`config.mk`:
```
export PLATFORM = sky130hd
export DESIGN_NAME = pursuit_velocity_controller_core
export DESIGN_NICKNAME = d
export VERILOG_FILES = /design/src/pvc_pkg.sv /design/src/pvc_mul.sv /design/src/pursuit_velocity_controller_core.sv
export VERILOG_INCLUDE_DIRS = /design/src /design/src/src
export SDC_FILE = /design/constraint.sdc
export NUM_CORES = 2
export LEC_CHECK = 0
export BUFFER_PORTS_ARGS = -buffer_cell sky130_fd_sc_hd__clkbuf_2
export CAP_MARGIN = 20
export CORE_MARGIN = 2
export CORE_UTILIZATION = 43
export CTS_BUF_LIST = sky130_fd_sc_hd__clkbuf_4 sky130_fd_sc_hd__clkbuf_8 sky130_fd_sc_hd__clkbuf_16
export DETAILED_ROUTE_END_ITERATION = 8
export PLACE_DENSITY = 0.56
export SYNTH_ARGS = -nofsm -noshare
export SYNTH_HDL_FRONTEND = slang
export SYNTH_SLANG_ARGS = --single-unit
```
`constraint.sdc`:
```
create_clock -name clk -period 24.2 [get_ports clk]
set_clock_uncertainty 0.2 [all_clocks]
set_input_delay 4.84 -clock clk [delete_from_list [all_inputs] [get_ports clk]]
set_output_delay 4.84 -clock clk [all_outputs]
set_load 0.01 [all_outputs]
```
`src/pursuit_velocity_controller_core_macros.svh`:
```
// ----------------------------------------------------------------------------
// Pursuit velocity controller assertion macros
// Concurrent check macros on clk and rst_n; empty when SYNTH is defined.
// ----------------------------------------------------------------------------
`ifndef PURSUIT_VELOCITY_CONTROLLER_CORE_MACROS_SVH
`define PURSUIT_VELOCITY_CONTROLLER_CORE_MACROS_SVH
`ifndef SYNTH
// same-cycle implication
`define PVC_CHECK(label, ante, cons) \
    label: assert property (@(posedge clk) disable iff (!rst_n) (ante) |-> (cons)) \
        else $error("pvc check failed");
// next-cycle implication
`define PVC_CHECK_NEXT(label, ante, cons) \
    label: assert property (@(posedge clk) disable iff (!rst_n) (ante) |=> (cons)) \
        else $error("pvc check failed");
`else
`define PVC_CHECK(label, ante, cons)
`define PVC_CHECK_NEXT(label, ante, cons)
`endif
`endif

```
`src/pvc_pkg.sv`:
```
// ----------------------------------------------------------------------------
// Pursuit velocity controller package
// Shared widths, opcodes, register indexes, angle constants and CORDIC table.
// ----------------------------------------------------------------------------
package pvc_pkg;

    // item opcodes (tuser)
    localparam logic OP_TARGET = 1'b0;
    localparam logic OP_POSE   = 1'b1;

    // configuration register indexes
    localparam int CFG_IDX_W = 8;
    localparam logic [CFG_IDX_W-1:0] CFG_MAX_LIN  = 8'd0;
    localparam logic [CFG_IDX_W-1:0] CFG_ANG_GAIN = 8'd1;
    localparam logic [CFG_IDX_W-1:0] CFG_MIN_DIST = 8'd2;
    localparam logic [CFG_IDX_W-1:0] CFG_DES_DIST = 8'd3;

    // shared multiplier operand widths
    localparam int MUL_A_W = 20;
    localparam int MUL_B_W = 34;
    localparam int MUL_P_W = MUL_A_W + MUL_B_W;

    // angles in Q2.30, 34-bit signed
    localparam int Z_W = 34;
    localparam logic signed [Z_W-1:0] HALF_PI_Q30 = 34'sd1686629713;
    localparam logic signed [Z_W-1:0] PI_Q30      = 34'sd3373259426;

    // 1/K of the CORDIC gain, Q2.30
    localparam logic [MUL_B_W-1:0] INV_K_Q30 = 34'd652032874;

    // arctan(2^-i) in Q2.30
    localparam logic [29:0] ATAN_Q30 [0:31] = '{
        30'h3243F6A8, 30'h1DAC6705, 30'h0FADBAFC, 30'h07F56EA6,
        30'h03FEAB76, 30'h01FFD55B, 30'h00FFFAAA, 30'h007FFF55,
        30'h003FFFEA, 30'h001FFFFD, 30'h000FFFFF, 30'h0007FFFF,
        30'h0003FFFF, 30'h0001FFFF, 30'h0000FFFF, 30'h00007FFF,
        30'h00003FFF, 30'h00001FFF, 30'h00000FFF, 30'h000007FF,
        30'h000003FF, 30'h000001FF, 30'h000000FF, 30'h0000007F,
        30'h0000003F, 30'h0000001F, 30'h0000000F, 30'h00000008,
        30'h00000004, 30'h00000002, 30'h00000001, 30'h00000000
    };

    // request to the shared multiplier
    typedef struct packed {
        logic               load;
        logic [MUL_A_W-1:0] a;
        logic [MUL_B_W-1:0] b;
    } pvc_mul_req_t;

endpackage

```
`src/pvc_mul.sv`:
```
// ----------------------------------------------------------------------------
// Pursuit velocity controller shared multiplier
// Unsigned 20 x 34 multiplier with a registered product, loaded on request.
// ----------------------------------------------------------------------------
module pvc_mul
(
    input  logic                          clk,
    input  pvc_pkg::pvc_mul_req_t         req,
    output logic [pvc_pkg::MUL_P_W-1:0]   prod
);

    logic [pvc_pkg::MUL_P_W-1:0] prod_reg;
    logic [pvc_pkg::MUL_P_W-1:0] prod_next;

    // full-width product of the two operands
    assign prod_next = {{pvc_pkg::MUL_B_W{1'b0}}, req.a} * {{pvc_pkg::MUL_A_W{1'b0}}, req.b};

    // product register, held until the next load
    always_ff @(posedge clk)
    begin
        if (req.load)
        begin
            prod_reg <= prod_next;
        end
    end

    assign prod = prod_reg;

endmodule

```
`src/pursuit_velocity_controller_core.sv`:
```
// Result: a position item's result is valid once the CORDIC loop and the divider finish;
// a target item is taken and gives no result.
// Items: one position item at a time, as the CORDIC loop and the 20-step restoring
// divider share one sequencer; s_tready is low meanwhile, and for longer while a
// finished result waits on m_tready.
// Reset: control and configuration registers return to their defaults, no target held, no output pending.
// ----------------------------------------------------------------------------
// Pursuit velocity controller core
// Proportional pursuit: CORDIC bearing and distance, divided linear command,
// scaled angular command, on a small sequencer and one shared multiplier.
// ----------------------------------------------------------------------------
`include "pursuit_velocity_controller_core_macros.svh"

module pursuit_velocity_controller_core
#(
    parameter int CORDIC_STEPS = 20
)
(
    input  logic        clk,
    input  logic        rst_n,
    // input items
    input  logic        s_tvalid,
    output logic        s_tready,
    input  logic [63:0] s_tdata,   // [31:0] pos_x, [63:32] pos_y
    input  logic        s_tuser,   // [0] opcode
    // result items
    output logic        m_tvalid,
    input  logic        m_tready,
    output logic [63:0] m_tdata,   // [31:0] linear_cmd, [63:32] angular_cmd
    // configuration writes
    input  logic                          cfg_valid,
    output logic                          cfg_ready,
    input  logic [pvc_pkg::CFG_IDX_W-1:0] cfg_index,
    input  logic [31:0]                   cfg_data
);

    localparam int ITERS  = (CORDIC_STEPS < 32) ? CORDIC_STEPS : 32;
    localparam int IW     = (ITERS > 1) ? $clog2(ITERS) : 1;
    localparam int XW     = 36;
    localparam int DW     = 34;
    localparam int LIN_W  = 20;
    localparam int DIV_CW = $clog2(LIN_W);
    localparam int ZW     = pvc_pkg::Z_W;
    localparam int PW     = pvc_pkg::MUL_P_W;

    // sequencer states
    localparam logic [3:0] S_IDLE   = 4'd0;
    localparam logic [3:0] S_DIFF   = 4'd1;
    localparam logic [3:0] S_ROT    = 4'd2;
    localparam logic [3:0] S_CORDIC = 4'd3;
    localparam logic [3:0] S_MLO    = 4'd4;
    localparam logic [3:0] S_MHI    = 4'd5;
    localparam logic [3:0] S_DIST   = 4'd6;
    localparam logic [3:0] S_NUM    = 4'd7;
    localparam logic [3:0] S_ABS    = 4'd8;
    localparam logic [3:0] S_MULN   = 4'd9;
    localparam logic [3:0] S_DINIT  = 4'd10;
    localparam logic [3:0] S_DIV    = 4'd11;
    localparam logic [3:0] S_FIN    = 4'd12;

    // control state
    logic [3:0]        state_reg, state_next;
    logic [IW-1:0]     iter_reg, iter_next;
    logic [DIV_CW-1:0] cnt_reg, cnt_next;
    logic              out_valid_reg, out_valid_next;
    logic              target_valid_reg, target_valid_next;

    // configuration registers
    logic [19:0] max_lin_reg, max_lin_next;
    logic [19:0] ang_gain_reg, ang_gain_next;
    logic [30:0] min_dist_reg, min_dist_next;
    logic [30:0] des_dist_reg, des_dist_next;

    // datapath registers
    logic signed [31:0]   target_x_reg, target_y_reg;
    logic signed [31:0]   pos_x_reg, pos_y_reg;
    logic signed [XW-1:0] x_reg, y_reg;
    logic signed [ZW-1:0] z_reg;
    logic [31:0]          zmag_reg;
    logic                 zneg_reg;
    logic [PW-1:0]        acc_reg;
    logic [DW-1:0]        d_reg;
    logic signed [DW:0]   num_reg;
    logic [DW-1:0]        nmag_reg;
    logic                 lin_neg_reg;
    logic                 stop_reg;
    logic                 big_reg;
    logic [DW-1:0]        rem_reg;
    logic [LIN_W-1:0]     low_reg;
    logic [LIN_W-1:0]     quo_reg;
    logic [63:0]          out_data_reg;

    // shared multiplier
    pvc_pkg::pvc_mul_req_t mul_req;
    logic [PW-1:0]         prod;

    // combinational helpers
    logic                 s_accept;
    logic                 out_load;
    logic signed [XW-1:0] xs, ys;
    logic signed [ZW-1:0] atan_step;
    logic [65:0]          dist_sum;
    logic [DW+1:0]        trial;
    logic [LIN_W-1:0]     lin_mag;
    logic [31:0]          lin_val;
    logic [PW-1:0]        ang_sum;
    logic [23:0]          ang_mag;
    logic [31:0]          ang_val;

    assign s_tready  = (state_reg == S_IDLE);
    assign s_accept  = s_tvalid && s_tready;
    assign cfg_ready = 1'b1;
    assign m_tvalid  = out_valid_reg;
    assign m_tdata   = out_data_reg;
    assign out_load  = (state_reg == S_FIN) && (!out_valid_reg || m_tready);

    pvc_mul u_mul
    (
        .clk  (clk),
        .req  (mul_req),
        .prod (prod)
    );

    // multiplier operand selection
    always_comb
    begin
        mul_req.load = 1'b0;
        mul_req.a    = '0;
        mul_req.b    = '0;
        unique case (state_reg)
            S_MLO:
            begin
                mul_req.load = 1'b1;
                mul_req.a    = x_reg[19:0];
                mul_req.b    = pvc_pkg::INV_K_Q30;
            end
            S_MHI:
            begin
                mul_req.load = 1'b1;
                mul_req.a    = {5'b0, x_reg[34:20]};
                mul_req.b    = pvc_pkg::INV_K_Q30;
            end
            S_MULN:
            begin
                mul_req.load = 1'b1;
                mul_req.a    = max_lin_reg;
                mul_req.b    = nmag_reg;
            end
            S_DINIT:
            begin
                mul_req.load = 1'b1;
                mul_req.a    = ang_gain_reg;
                mul_req.b    = {2'b0, zmag_reg};
            end
            default:
            begin
                mul_req.load = 1'b0;
            end
        endcase
    end

    // CORDIC step operands
    assign xs        = x_reg >>> iter_reg;
    assign ys        = y_reg >>> iter_reg;
    assign atan_step = {4'b0, pvc_pkg::ATAN_Q30[5'(iter_reg)]};

    // distance: (x * 1/K + half) >> 30, from two partial products
    // (the upper partial product stays below 2^46)
    assign dist_sum = {12'b0, acc_reg} + {prod[45:0], 20'b0} + 66'(32'h2000_0000);

    // restoring divider trial subtract
    assign trial = {1'b0, rem_reg, low_reg[LIN_W-1]} - {2'b0, d_reg};

    // final commands
    assign lin_mag = (big_reg || (quo_reg > max_lin_reg)) ? max_lin_reg : quo_reg;
    assign lin_val = lin_neg_reg ? (32'd0 - {12'b0, lin_mag}) : {12'b0, lin_mag};
    assign ang_sum = prod + PW'(32'h2000_0000);
    assign ang_mag = ang_sum[PW-1:30];
    assign ang_val = zneg_reg ? (32'd0 - {8'b0, ang_mag}) : {8'b0, ang_mag};

    // sequencer and configuration next state
    always_comb
    begin
        state_next        = state_reg;
        iter_next         = iter_reg;
        cnt_next          = cnt_reg;
        target_valid_next = target_valid_reg;
        out_valid_next    = out_valid_reg;
        max_lin_next      = max_lin_reg;
        ang_gain_next     = ang_gain_reg;
        min_dist_next     = min_dist_reg;
        des_dist_next     = des_dist_reg;

        if (cfg_valid && cfg_ready)
        begin
            unique case (cfg_index)
                pvc_pkg::CFG_MAX_LIN:  max_lin_next  = cfg_data[19:0];
                pvc_pkg::CFG_ANG_GAIN: ang_gain_next = cfg_data[19:0];
                pvc_pkg::CFG_MIN_DIST: min_dist_next = cfg_data[30:0];
                pvc_pkg::CFG_DES_DIST: des_dist_next = cfg_data[30:0];
                default:               max_lin_next  = max_lin_reg;
            endcase
        end

        if (out_valid_reg && m_tready)
        begin
            out_valid_next = 1'b0;
        end

        unique case (state_reg)
            S_IDLE:
            begin
                if (s_accept)
                begin
                    if (s_tuser == pvc_pkg::OP_TARGET)
                    begin
                        target_valid_next = 1'b1;
                    end
                    else if (target_valid_reg)
                    begin
                        state_next = S_DIFF;
                    end
                end
            end
            S_DIFF:  state_next = S_ROT;
            S_ROT:
            begin
                iter_next  = '0;
                state_next = S_CORDIC;
            end
            S_CORDIC:
            begin
                if (iter_reg == IW'(ITERS - 1))
                begin
                    state_next = S_MLO;
                end
                else
                begin
                    iter_next = iter_reg + 1'b1;
                end
            end
            S_MLO:   state_next = S_MHI;
            S_MHI:   state_next = S_DIST;
            S_DIST:  state_next = S_NUM;
            S_NUM:   state_next = S_ABS;
            S_ABS:   state_next = S_MULN;
            S_MULN:  state_next = S_DINIT;
            S_DINIT:
            begin
                cnt_next   = '0;
                state_next = S_DIV;
            end
            S_DIV:
            begin
                if (cnt_reg == DIV_CW'(LIN_W - 1))
                begin
                    state_next = S_FIN;
                end
                else
                begin
                    cnt_next = cnt_reg + 1'b1;
                end
            end
            S_FIN:
            begin
                if (out_load)
                begin
                    out_valid_next = 1'b1;
                    state_next     = S_IDLE;
                end
            end
            default: state_next = S_IDLE;
        endcase
    end

    // control and configuration registers
    always_ff @(posedge clk or negedge rst_n)
    begin
        if (!rst_n)
        begin
            state_reg        <= S_IDLE;
            iter_reg         <= '0;
            cnt_reg          <= '0;
            out_valid_reg    <= 1'b0;
            target_valid_reg <= 1'b0;
            max_lin_reg      <= 20'd32768;
            ang_gain_reg     <= 20'd65536;
            min_dist_reg     <= 31'd32768;
            des_dist_reg     <= 31'd65536;
        end
        else
        begin
            state_reg        <= state_next;
            iter_reg         <= iter_next;
            cnt_reg          <= cnt_next;
            out_valid_reg    <= out_valid_next;
            target_valid_reg <= target_valid_next;
            max_lin_reg      <= max_lin_next;
            ang_gain_reg     <= ang_gain_next;
            min_dist_reg     <= min_dist_next;
            des_dist_reg     <= des_dist_next;
        end
    end

    // datapath registers
    always_ff @(posedge clk)
    begin
        unique case (state_reg)
            S_IDLE:
            begin
                if (s_accept)
                begin
                    if (s_tuser == pvc_pkg::OP_TARGET)
                    begin
                        target_x_reg <= s_tdata[31:0];
                        target_y_reg <= s_tdata[63:32];
                    end
                    else
                    begin
                        pos_x_reg <= s_tdata[31:0];
                        pos_y_reg <= s_tdata[63:32];
                    end
                end
            end
            // offset to the target
            S_DIFF:
            begin
                x_reg <= {{4{target_x_reg[31]}}, target_x_reg} - {{4{pos_x_reg[31]}}, pos_x_reg};
                y_reg <= {{4{target_y_reg[31]}}, target_y_reg} - {{4{pos_y_reg[31]}}, pos_y_reg};
                z_reg <= '0;
            end
            // quarter turn into the right half plane
            S_ROT:
            begin
                if (x_reg < 0)
                begin
                    if (y_reg >= 0)
                    begin
                        x_reg <= y_reg;
                        y_reg <= -x_reg;
                        z_reg <= pvc_pkg::HALF_PI_Q30;
                    end
                    else
                    begin
                        x_reg <= -y_reg;
                        y_reg <= x_reg;
                        z_reg <= -pvc_pkg::HALF_PI_Q30;
                    end
                end
            end
            // vectoring step
            S_CORDIC:
            begin
                if (y_reg >= 0)
                begin
                    x_reg <= x_reg + ys;
                    y_reg <= y_reg - xs;
                    z_reg <= z_reg + atan_step;
                end
                else
                begin
                    x_reg <= x_reg - ys;
                    y_reg <= y_reg + xs;
                    z_reg <= z_reg - atan_step;
                end
            end
            // bearing clamp to +-pi
            S_MLO:
            begin
                if (z_reg > pvc_pkg::PI_Q30)
                begin
                    z_reg <= pvc_pkg::PI_Q30;
                end
                else if (z_reg < -pvc_pkg::PI_Q30)
                begin
                    z_reg <= -pvc_pkg::PI_Q30;
                end
            end
            S_MHI:
            begin
                acc_reg  <= prod;
                zneg_reg <= z_reg[ZW-1];
                zmag_reg <= z_reg[ZW-1] ? 32'(-z_reg) : z_reg[31:0];
            end
            S_DIST:
            begin
                d_reg <= dist_sum[63:30];
            end
            S_NUM:
            begin
                stop_reg <= (d_reg <= {3'b0, min_dist_reg});
                num_reg  <= $signed({1'b0, d_reg}) - $signed({4'b0, des_dist_reg});
            end
            S_ABS:
            begin
                lin_neg_reg <= num_reg[DW];
                nmag_reg    <= num_reg[DW] ? DW'(-num_reg) : num_reg[DW-1:0];
            end
            S_MULN:
            begin
                big_reg <= (nmag_reg >= d_reg);
            end
            // divider set-up: quotient fits in LIN_W bits unless clamped
            S_DINIT:
            begin
                rem_reg <= prod[PW-1:LIN_W];
                low_reg <= prod[LIN_W-1:0];
                quo_reg <= '0;
            end
            S_DIV:
            begin
                if (!trial[DW+1])
                begin
                    rem_reg <= trial[DW-1:0];
                    quo_reg <= {quo_reg[LIN_W-2:0], 1'b1};
                end
                else
                begin
                    rem_reg <= {rem_reg[DW-2:0], low_reg[LIN_W-1]};
                    quo_reg <= {quo_reg[LIN_W-2:0], 1'b0};
                end
                low_reg <= {low_reg[LIN_W-2:0], 1'b0};
            end
            // result into the output register
            S_FIN:
            begin
                if (out_load)
                begin
                    out_data_reg <= stop_reg ? 64'd0 : {ang_val, lin_val};
                end
            end
            default:
            begin
                out_data_reg <= out_data_reg;
            end
        endcase
    end

    // checks
    `PVC_CHECK(a_cordic_x_pos, state_reg == S_CORDIC, !x_reg[XW-1])
    `PVC_CHECK(a_div_rem_below, (state_reg == S_DIV) && !big_reg, rem_reg < d_reg)
    `PVC_CHECK(a_no_target_no_work, state_reg != S_IDLE, target_valid_reg)
    `PVC_CHECK(a_lin_limit, m_tvalid && !m_tdata[31], m_tdata[31:0] <= 32'(max_lin_reg))

endmodule
```
# Word-level counts from Yosys, hierarchy flattened
# Memories as Yosys holds them, arrays and structs flattened.
# Index checks and enable logic that the tools add are counted.
# word_totals
in_bits	110
output_inout_bits	67
wordCells	165
romBits	960
ff_bits	719
memories	1
# memory_table
name	words	width	read_ports	rd_clocked_by_memory_dff	write_ports	line	source
(name not given)	32	30	1	0	0	pursuit_velocity_controller_core.sv:165	assign atan_step = {4'b0, pvc_pkg::ATAN_Q30[5'(iter_reg)]};
# op_classes
n_eq_ne	27
shifts	2
bitwise_logic	4
mul	1
muxes	42
n_addsub	21
n_reduce_logical	27
magnitude_cmp	8
# ops
cell	n
two-way mux 34 bit	7
two-way mux 36 bit	6
one-hot mux 36 bit (3 select lines)	2
one-hot mux 54 bit (4 select lines)	1
one-hot mux 34 bit (4 select lines)	1
one-hot mux 20 bit (2 select lines)	2
adder 36 bit	2
negation 36 bit	2
>>> shifter 36 x 5 -> 36 bit	2
subtractor 36 bit	2
one-hot mux 34 bit (2 select lines)	1
subtractor 32 x 32 -> 33 bit	2
adder 54 x 64 -> 64 bit	1
adder 64 x 30 -> 64 bit, second input constant	1
two-way mux 30 bit	2
adder 54 x 30 -> 54 bit, second input constant	1
multiplier 20 x 34 -> 54 bit	1
one-hot mux 4 bit (13 select lines)	1
two-way mux 20 bit	2
greater-or-equal comparator 36 x 1 -> 1 bit, second input constant	1
< comparator 36 x 1 -> 1 bit, second input constant	1
subtractor 35 x 34 -> 36 bit	1
subtractor 34 x 31 -> 35 bit	1
adder 34 x 31 -> 34 bit	1
other kinds (43)	88

# Longest topological paths before layout
# logic_depth
word_depth	7
mapped_depth	36
depth_no_buf	33

# By module
# A second synthesis with hierarchy kept.
# unflattened
cells_unflattened	8060
area_unflattened_um2	75916.6
# modules_own_cells
mod	seq_area_each_um2	n_inst	area_per_inst_um2	cells_per_inst
pursuit_velocity_controller_core	18783.0	1	52098.7	5452
pvc_mul	1621.6	1	23817.8	2608

# Worst setup path after synthesis
# Ideal clock, no wire load.
# synth_timing
kind	register to register
start	register state_reg[3]
end	register u_mul.prod_reg (netlist bit u_mul.prod[38]), data pin
setup_ps	263
path_stages_with_launch	34
path_buffers	3
required_ps	23737
slack_ps	13588
arrival_ps	10149
synth_period_minus_slack_ps	10612
path_cell_list	dfrtp_1 nand2b_1 clkbuf_1 nor3_1 clkbuf_1 a22oi_1 nand2_1 clkbuf_1 nand2_1 fa_1 inv_1 fa_1 inv_1 fa_1 inv_1 fa_1 fa_1 fa_1 inv_1 fa_1 inv_1 ha_1 o21ai_0 a221oi_1 o21ai_0 nand2b_1 nand3_1 o21ai_0 a311o_1 a21oi_1 o221a_2 o21bai_1 a21oi_1 xnor2_1
# synth_via
elab_chain_len	3
elab_cells_between_ends	6
classes_between	mul (1); eq/ne (4); mux (1)
# synth_lines
element	line	source
start: declaration	pursuit_velocity_controller_core.sv:62	logic [3:0] state_reg, state_next;
start signal: assignment	pursuit_velocity_controller_core.sv:293	state_reg <= state_next;
== test 4 bit or == test 4 x 3 -> 1 bit (tied branches)	pursuit_velocity_controller_core.sv:130	unique case (state_reg)
one-hot mux 54 bit (4 select lines) *	pursuit_velocity_controller_core.sv:130	
multiplier 20 x 34 -> 54 bit *	pvc_mul.sv:16	assign prod_next = {{pvc_pkg::MUL_B_W{1'b0}}, req.a} * {{pvc_pkg::MUL_A_W{1'b0}}, req.b};
named net u_mul.prod_next (one bit)	pvc_mul.sv:13	logic [pvc_pkg::MUL_P_W-1:0] prod_next;
end signal: assignment	pvc_mul.sv:23	prod_reg <= prod_next;
end: declaration	pvc_mul.sv:12	logic [pvc_pkg::MUL_P_W-1:0] prod_reg;
# Mark *: on every way through the listed nets, which the timed path passes. The rest lies on a longest branch.
# A chain may end at the register's enable or synchronous reset.

# Worst setup path in the final report
# layout_timing
start	register state_reg[1]
end	register u_mul.prod_reg (netlist bit u_mul.prod[49]), data pin
# The elaborated chain is that of the path after synthesis.

==> results.json <==
{
  "min-delay-path-class": "reg2reg",
  "syn-num-nets": 9282,
  "grt_pass1_wl_um": 375000,
  "slew_headroom": 0.164,
  "die_y_um": 420,
  "drc": 0,
  "die_w_um": 420,
  "io_pins": 177,
  "setup_ws_ns": 13.07,
  "m1WireLength_um": 98500,
  "drtIter0Drc": 5413,
  "endpoint_kind": "flop",
  "critPathArrivalTime_ns": 11.41,
  "wl_met2_um": 118000,
  "tightestPinTransition_ns": 1.25,
  "max_stage_delay_ns": 0.99,
  "finalSetupViolCount": 0,
  "hold_violations": 0,
  "post_cts_resized": 0,
  "cts.sinks": 699,
  "p_leak_nw": 35.2,
  "maxSlewViolCount": 0,
  "cts_buffers": 84,
  "cts_tree": "built",
  "ir_drop_mv": 0.0914,
  "ys_warn_count": 0,
  "cp-start-kind": "flop",
  "worst-path-max-fanout": 65,
  "syn-cell-area_um2": 74400,
  "synth_ff_type": "edfxtp_1",
  "nFillCells": 16400,
  "path_clk_slew_ns": 0.06,
  "wire_per_inst_um": 24.0,
  "hold_start": "target_valid_reg",
  "dp_hpwl_um": 192000,
  "synthesis.instances": 8026,
  "initial_core_util": 0.433,
  "rrSetupSlack_ns": 13.07,
  "worstReg2RegEnd": "u_mul.prod[49]",
  "swShare": 0.510,
  "ctsRootBufferMaster": "clkbuf_16",
  "largest_reg_flops": 54,
  "r2r_cells": 30,
  "port_buffers": 174,
  "postSynthAreaPerCell_um2": 9.27,
  "grt_max_degree": 137,
  "first_pass_iters": 6,
  "multi_input_area_um2": 48800,
  "dieArea_um2": 176000,
  "power-per-cell-area_nw_per_um2": 134,
  "coreArea_um2": 172000,
  "cpMostUsedCell": "fa_1",
  "p_int_mw": 5.30,
  "setup_tns_ns": 0,
  "ctsHoldBuffers": 0,
  "antenna_found_initial": 4,
  "grt_pass1_vias": 60100,
  "p_switching_mw": 5.51,
  "crit_type": "reg2reg",
  "worst_ep_required_time_ns": 24.48,
  "final_antenna_net_count": 0,
  "drt_wl_total_um": 250000,
  "synth_edf_count": 581,
  "hold_end": "target_valid_reg",
  "min_path_cells": 1,
  "mostFrequentLayoutCells": "inv_1, nand2_1, nor2_1",
  "gp_congestion": 0.959,
  "cts.path.max_buffers": 3,
  "crit_path_top_delay_cell": "a221o_1",
  "clock_latency_ns": 0.73,
  "regArea_um2": 20400,
  "layout_commonest_cell": "inv_1",
  "max_cap_viol_count": 0,
  "ys_ff_latch": 699,
  "clkPwrFrac": 0.127,
  "route.met3.wl_um": 17400,
  "std_cell_rows": 152,
  "viasPerCell": 5.80,
  "post-place-ws_ns": 13.22,
  "async_flop_share": 0.169,
  "fmax_mhz": 89.9,
  "nNetsFinal": 9287,
  "ys_types": 105,
  "status": "complete, no violations",
  "maxUsedRoutingLayer": "met5",
  "rsz0062_at_grt": "no",
  "htreeDepth": 3,
  "rr_startpoint": "state_reg[1]",
  "p_comb_frac": 0.659,
  "grt_overflow": 0,
  "grt_use_total": 0.283,
  "pwr-share-seq": 0.214,
  "min_period_ns": 11.13,
  "post_cts_buffers": 0,
  "fin_crit_sh": 0.460,
  "syn_to_final_growth_pct": 8.53,
  "drive_above_1_share": 0.0914,
  "ys_seq_area_frac": 0.274,
  "num_vias": 60400
}
[power by group through the flow]
| stage | Clock [mW] | Combinational, mW | Sequential, mW |
|---|---|---|---|
| 2_1_floorplan | 0 | 5.16 | 1.99 |
| 3_3_place_gp | 0 | 6.92 | 2.31 |
| 3_5_place_dp | 0 | 6.99 | 2.32 |
| 4_1_cts | 1.41 | 7.05 | 2.29 |
| 5_1_grt | 1.45 | 7.80 | 2.33 |
| 6_report | 1.37 | 7.12 | 2.31 |
[area by class of cell]
| cell class | instances | share of cell area |
|---|---|---|
| Clock inverter | 58 | 0.00969 |
| Clock buffer | 96 | 0.0272 |
| Timing Repair Buffer | 311 | 0.0242 |
| Sequential cell | 699 | 0.253 |
| Antenna cell | 3 | 0.0000930 |
| Tap cell | 2310 | 0.0358 |
| Inverter | 967 | 0.0450 |
| Multi-Input combinational cell | 5968 | 0.605 |
[stage by stage]
step / power (mW) / hold WS, ns / area, um^2 / util / cells
global route: 11.6 / 0.312 / 80700 / 0.470 / 10400
CTS: 10.7 / 0.282 / 80700 / 0.470 / 10400
global placement: 9.23 / 0.261 / 77700 / 0.452 / 10300
floorplan: 7.15 / 0.224 / 74400 / - / 8026
detailed placement: 9.31 / 0.257 / 77700 / 0.452 / 10300
finish: 10.8 / 0.286 / 80700 / 0.470 / 10400
[worst max-delay path by stage]
stage	from	to	slack, ns	cells after the start
after floorplan	state_reg[3]	u_mul.prod[38]	13.59	33
after global placement	state_reg[1]	u_mul.prod[49]	13.28	30
after detailed placement	state_reg[1]	u_mul.prod[49]	13.22	30
after CTS	state_reg[1]	u_mul.prod[49]	13.21	30
after global routing	state_reg[1]	u_mul.prod[51]	12.60	30
final	state_reg[1]	u_mul.prod[49]	13.07	30
[metal layers]
metal | GRT usage | vias up
met5 | 0 | -
met4 | 0.154 | 2
met3 | 0.0491 | 579
met2 | 0.468 | 2262
met1 | 0.351 | 29900
li1 | - | 27700
[cell usage after synthesis, drive strengths merged (83+ instances only)]
| library cell | count | area (um^2) |
|---|---|---|
| nand2b | 89 | 557 |
| mux4 | 83 | 1870 |
| buf | 107 | 611 |
| nor3 | 111 | 561 |
| dfrtp | 114 | 2850 |
| edfxtp | 581 | 17400 |
| xnor2 | 349 | 3060 |
| a21oi | 407 | 2040 |
| mux2 | 112 | 1260 |
| fa | 579 | 11600 |
| nor2 | 683 | 2560 |
| o21ai | 391 | 1960 |
| ha | 567 | 7090 |
| clkbuf | 285 | 1070 |
| nand3 | 124 | 621 |
| nand2 | 949 | 3560 |
| a21o | 155 | 1160 |
| xor2 | 180 | 1580 |
| inv | 965 | 3620 |
[worst max-delay path: cells and delay by family (launching register included)]
family / cells / cell delay [ns]
adders and majority gates: 8 / 4.12
xor gates and xnor gates: 1 / 0.16
AOI/OAI and AO/OA: 7 / 2.26
buffers and inverters: 6 / 0.99
DFF: 1 / 0.81
and+or+nand+nor: 8 / 2.28
[cells by family after synthesis]
family,after synthesis,share of synthesized area
simple gates,2385,0.145
compound gates,1637,0.143
buf+inv,1359,0.0714
fa+ha+maj,1146,0.251
flops,699,0.274
xor+xnor,529,0.0623
mux,270,0.0522
other cells,1,0.0000504
(Power assumes the default switching activity.)
